[config.mk]
export PLATFORM = sky130hd
export DESIGN_NAME = kmpau_fifo
export DESIGN_NICKNAME = d
export VERILOG_FILES = /design/src/rtl/kmpau_pkg.sv /design/src/rtl/kmpau_fifo.sv
export SDC_FILE = /design/constraint.sdc
export NUM_CORES = 1
export LEC_CHECK = 0
export BUFFER_PORTS_ARGS = -buffer_cell sky130_fd_sc_hd__buf_2
export CORE_ASPECT_RATIO = 0.75
export CORE_MARGIN = 3
export CORE_UTILIZATION = 30
export CTS_CLUSTER_DIAMETER = 50
export DETAILED_ROUTE_END_ITERATION = 8
export PLACE_DENSITY = 0.52
export REMOVE_ABC_BUFFERS = 1
export SLEW_MARGIN = 20
export SYNTH_ARGS = -nofsm -noshare
export SYNTH_HDL_FRONTEND = slang
export SYNTH_SLANG_ARGS = --single-unit
export TNS_END_PERCENT = 100
[constraint.sdc]
create_clock -name clk -period 2 [get_ports clk]
set_clock_uncertainty 0.1 [all_clocks]
set_input_delay 0.3 -clock clk [delete_from_list [all_inputs] [get_ports clk]]
set_output_delay 0.3 -clock clk [all_outputs]
set_load 0.005 [all_outputs]
[src/rtl/kmpau_pkg.sv]
// Shared types and constants for the 2-D k-means assign/update core.
package kmpau_pkg;

	localparam int COORD_BITS       = 16;
	localparam int IDX_BITS         = 3;
	localparam int SUM_BITS         = 32;
	localparam int COUNT_BITS       = 17;
	localparam int NUM_CLUSTERS_DEF = 8;
	localparam int MAX_POINTS_DEF   = 65536;
	localparam int QUEUE_DEPTH      = 4;
	localparam int IN_DATA_BITS     = 40;
	localparam int OUT_DATA_BITS    = 56;

	localparam logic ACT_SEED    = 1'b0;
	localparam logic ACT_POINT   = 1'b1;
	localparam logic KIND_LABEL  = 1'b0;
	localparam logic KIND_CENTRE = 1'b1;

	typedef struct packed {
		logic                         is_point;
		logic [IDX_BITS-1:0]          idx;
		logic signed [COORD_BITS-1:0] x;
		logic signed [COORD_BITS-1:0] y;
		logic                         last;
	} q_entry_t;

endpackage

[src/rtl/kmpau_fifo.sv]
// Short queue of classified items between front and back.
module kmpau_fifo import kmpau_pkg::*; (
	input  logic     clk,
	input  logic     arst_n,
	input  logic     push,
	input  q_entry_t din,
	output logic     full,
	output logic     valid,
	output q_entry_t dout,
	input  logic     pop
);

	localparam int PW = $clog2(QUEUE_DEPTH);

	q_entry_t          mem_q [QUEUE_DEPTH];
	logic [PW-1:0]     wr_q;
	logic [PW-1:0]     rd_q;
	logic [PW:0]       cnt_q;

	assign full  = (cnt_q == (PW+1)'(QUEUE_DEPTH));
	assign valid = (cnt_q != '0);
	assign dout  = mem_q[rd_q];

	always_ff @(posedge clk) begin
		if (push) begin
			mem_q[wr_q] <= din;
		end
	end

	always_ff @(posedge clk or negedge arst_n) begin
		if (!arst_n) begin
			wr_q  <= '0;
			rd_q  <= '0;
			cnt_q <= '0;
		end else begin
			if (push) begin
				wr_q <= wr_q + 1'b1;
			end
			if (pop) begin
				rd_q <= rd_q + 1'b1;
			end
			unique case ({push, pop})
				2'b10:   cnt_q <= cnt_q + 1'b1;
				2'b01:   cnt_q <= cnt_q - 1'b1;
				default: cnt_q <= cnt_q;
			endcase
		end
	end

endmodule

==> results.sh <==
export IMPL_routedWlPerCell_um=18.0
export IMPL_boundaryPins=80
export IMPL_drcViolationCount=0
export IMPL_cts_buffers_inserted=17
export IMPL_avgViaCountPerCell=4.40
export IMPL_power_density_nw_per_um2=1460
export IMPL_synthArstFlopShare_pct=4.52
export IMPL_critical_path_startpoint="rd_q[0]"
export IMPL_die_area_um2=20800
export IMPL_finalHoldViolCount=0
export IMPL_antenna_found_initial=1
export IMPL_clock_sinks=155
export IMPL_ir_drop_mv=0.836
export IMPL_hp_class="input port to flip-flop"
export IMPL_yosysSeqAreaShare_pct=80.7
export IMPL_post_route_period_util_pct=109
export IMPL_regToRegStartpoint="wr_q[0]"
export IMPL_r2r_setup_slack_ps=460
export IMPL_status="complete, but fails checks"
export IMPL_fillers=1699
export IMPL_slew_violations=0
export IMPL_design_area_um2=7600
export IMPL_cp_max_fo=5
export IMPL_drive_gt1_share_pct=44.3
export IMPL_worstPathArrival_ps=1780
export IMPL_rsz0062_at_grt="yes"
export IMPL_track_usage_pct=11.3
export IMPL_setup_slack_ps=-175
export IMPL_p_leak_nw=2.67
export IMPL_worstRegToRegCells=4
export IMPL_clk_pin_slew_ps=60
export IMPL_min_period_ps=2180
export IMPL_htreeDepth=4
export IMPL_area_delta_synth_final_pct=32.8
export IMPL_hpwlAfterDp_um=6860
export IMPL_insertion_delay_ps=410
export IMPL_slew_headroom_pct=77.7
export IMPL_io_buffers=79
export IMPL_fmax_ghz=0.460
export IMPL_dr_first_iter_drc_count=199
export IMPL_critPathLaunchType="flip-flop"
export IMPL_drtAntennaViolNets=0
export IMPL_setup_tns_ps=-4540
export IMPL_synth_most_common_cell="edfxtp_1"
export IMPL_endpoint="dout[2]"
export IMPL_ys_ff_latch=155
export IMPL_vias=2748
export IMPL_final_net_count=411
export IMPL_grt_max_degree=22
export IMPL_clock_path_buffers=2
export IMPL_critical_path_class="flip-flop to output pin"
export IMPL_grt_overflow_total=0
export IMPL_ys_flop_type="edfxtp_1"
export IMPL_synth_edf_count=148
export IMPL_end_kind="output pin"
export IMPL_firstDrtPassIters=4
export IMPL_gp_congestion=0.637
export IMPL_syn_cell_area_um2=5720
export IMPL_postSynthAreaPerCell_um2=25.3
export IMPL_die_h_um=126
export IMPL_required_ps=1600
export IMPL_violations="negative setup slack"
export IMPL_core_um2=18600
export IMPL_dpl_cell_area_um2=6520
export IMPL_die_w_um=165
export IMPL_tightestPinTransition_ps=334
export IMPL_synth_distinct_cells=19
export IMPL_maxCapViolCount=0
export IMPL_routed_wl_um=11200
export IMPL_first_global_vias=2991
export IMPL_synthTopCellsByCount="148 x edfxtp_1, 37 x mux4_2, 7 x dfrtp_1, 5 x ha_1, 4 x and2_1"
export IMPL_yosysWarningCount=0
export IMPL_initial_utilization_pct=30.7
export IMPL_yosysTopAreaCell="edfxtp_1"
export IMPL_cts_tree="done"
export IMPL_ys_top_cells_by_area="edfxtp_1 78%, mux4_2 15%, dfrtp_1 3.1%, ha_1 1.1%, xnor2_1 0.46%"
export IMPL_finalSetupViolCount=37
export IMPL_diodes=0
export IMPL_rows=43
export IMPL_post_synth_inst_count=226
export IMPL_final_hold_worst_slack_ps=17.0
export IMPL_cts_root_buffer="clkbuf_16"
export IMPL_grt_pass1_wl_um=16800
export IMPL_synth_top_cell_area_share_pct=77.7
export IMPL_rr_endpoint="mem_q[2][31]"
worst max-delay path, stage by stage (launching register included):
cell       delay, ps
dfrtp_2          400
buf_4            160
clkbuf_16        160
mux4_2           500
buf_2            140
where the power goes:
part	switching [mW]	internal [mW]	leakage (nW)
clock network	1.20	2.33	0.314
registers	0.217	4.26	1.44
logic	1.43	1.70	0.919
total	2.84	8.29	2.67
metrics by stage:
step           worst slack, ps  instances  utilization (%)  total power [mW]
5_1_grt                   -230        624             40.8              11.7
3_3_place_gp               265        556             35.0              7.38
6_report                  -175        624             40.8              11.1
2_1_floorplan             -660        218                -              6.08
4_1_cts                   -192        619             40.2              11.1
3_5_place_dp               265        556             35.0              7.44
timing repair:
item / in CTS / in global routing
hold endpoints to repair: 125 / 0
cloned: 0 / 3
hold buffers: 31 / 0
endpoints found under the setup margin: 37 / 37
buffers inserted: 0 / 2
resized for setup: 1 / 6
layout by cell type (no fill, tap or decap), drive strengths merged:
cell / n
nor2: 1
ha: 5
mux4: 37
xnor2: 3
mux2: 1
nand2: 2
buf: 94
dlygate4sd3: 31
nor3b: 1
and2: 4
or3: 1
dfrtp: 7
bufinv: 6
xor2: 3
fa: 1
edfxtp: 148
inv: 4
o21ai: 1
clkinv: 5
clkinvlp: 1
clkbuf: 21
logic make-up after synthesis:
kind of cell | Yosys count | share of synthesized area, %
XOR/XNOR | 6 | 0.919
AO/OA/AOI/OAI | 1 | 0.0874
AND/OR/NAND/NOR | 9 | 0.875
buffers and inverters | 11 | 1.18
multiplexers | 38 | 14.8
adder cells (fa/ha/maj) | 6 | 1.44
flip-flops | 155 | 80.7
how the worst min path moves through the flow:
stage | slack [ps] | startpoint | cells after the start | to
global placement | 50 | arst_n | 1 | cnt_q[2]
detailed placement | 60 | arst_n | 1 | cnt_q[0]
floorplan | -100 | arst_n | 0 | cnt_q[0]
finish | 20 | din[19] | 1 | mem_q[0][19]
global route | 3 | din[28] | 1 | mem_q[2][28]
CTS | 0.6 | din[6] | 1 | mem_q[0][6]
metal layers:
layer	part of all wire (%)	up-vias	global-route usage [%]
met3	5.9	20	3.38
met4	1.6	2	4.84
met5	0.062	-	0
met1	45	1415	14.5
li1	-	1230	-
met2	48	81	17.8
flip-flops by register name, summed over array words and instances (netlist names):
signal  count
mem_q     148
cnt_q       3
rd_q        2
wr_q        2
layout make-up:
cell class / instances / area [µm²] / share of cell area, %
multi-input cells: 60 / 1040 / 13.7
clock inverters: 13 / 221 / 2.92
well taps: 247 / 309 / 4.07
flip-flops and latches: 155 / 4620 / 60.8
clock buffers: 19 / 433 / 5.70
repair buffers: 127 / 961 / 12.6
inverters: 3 / 11.3 / 0.148
(Power assumes the default switching activity.)
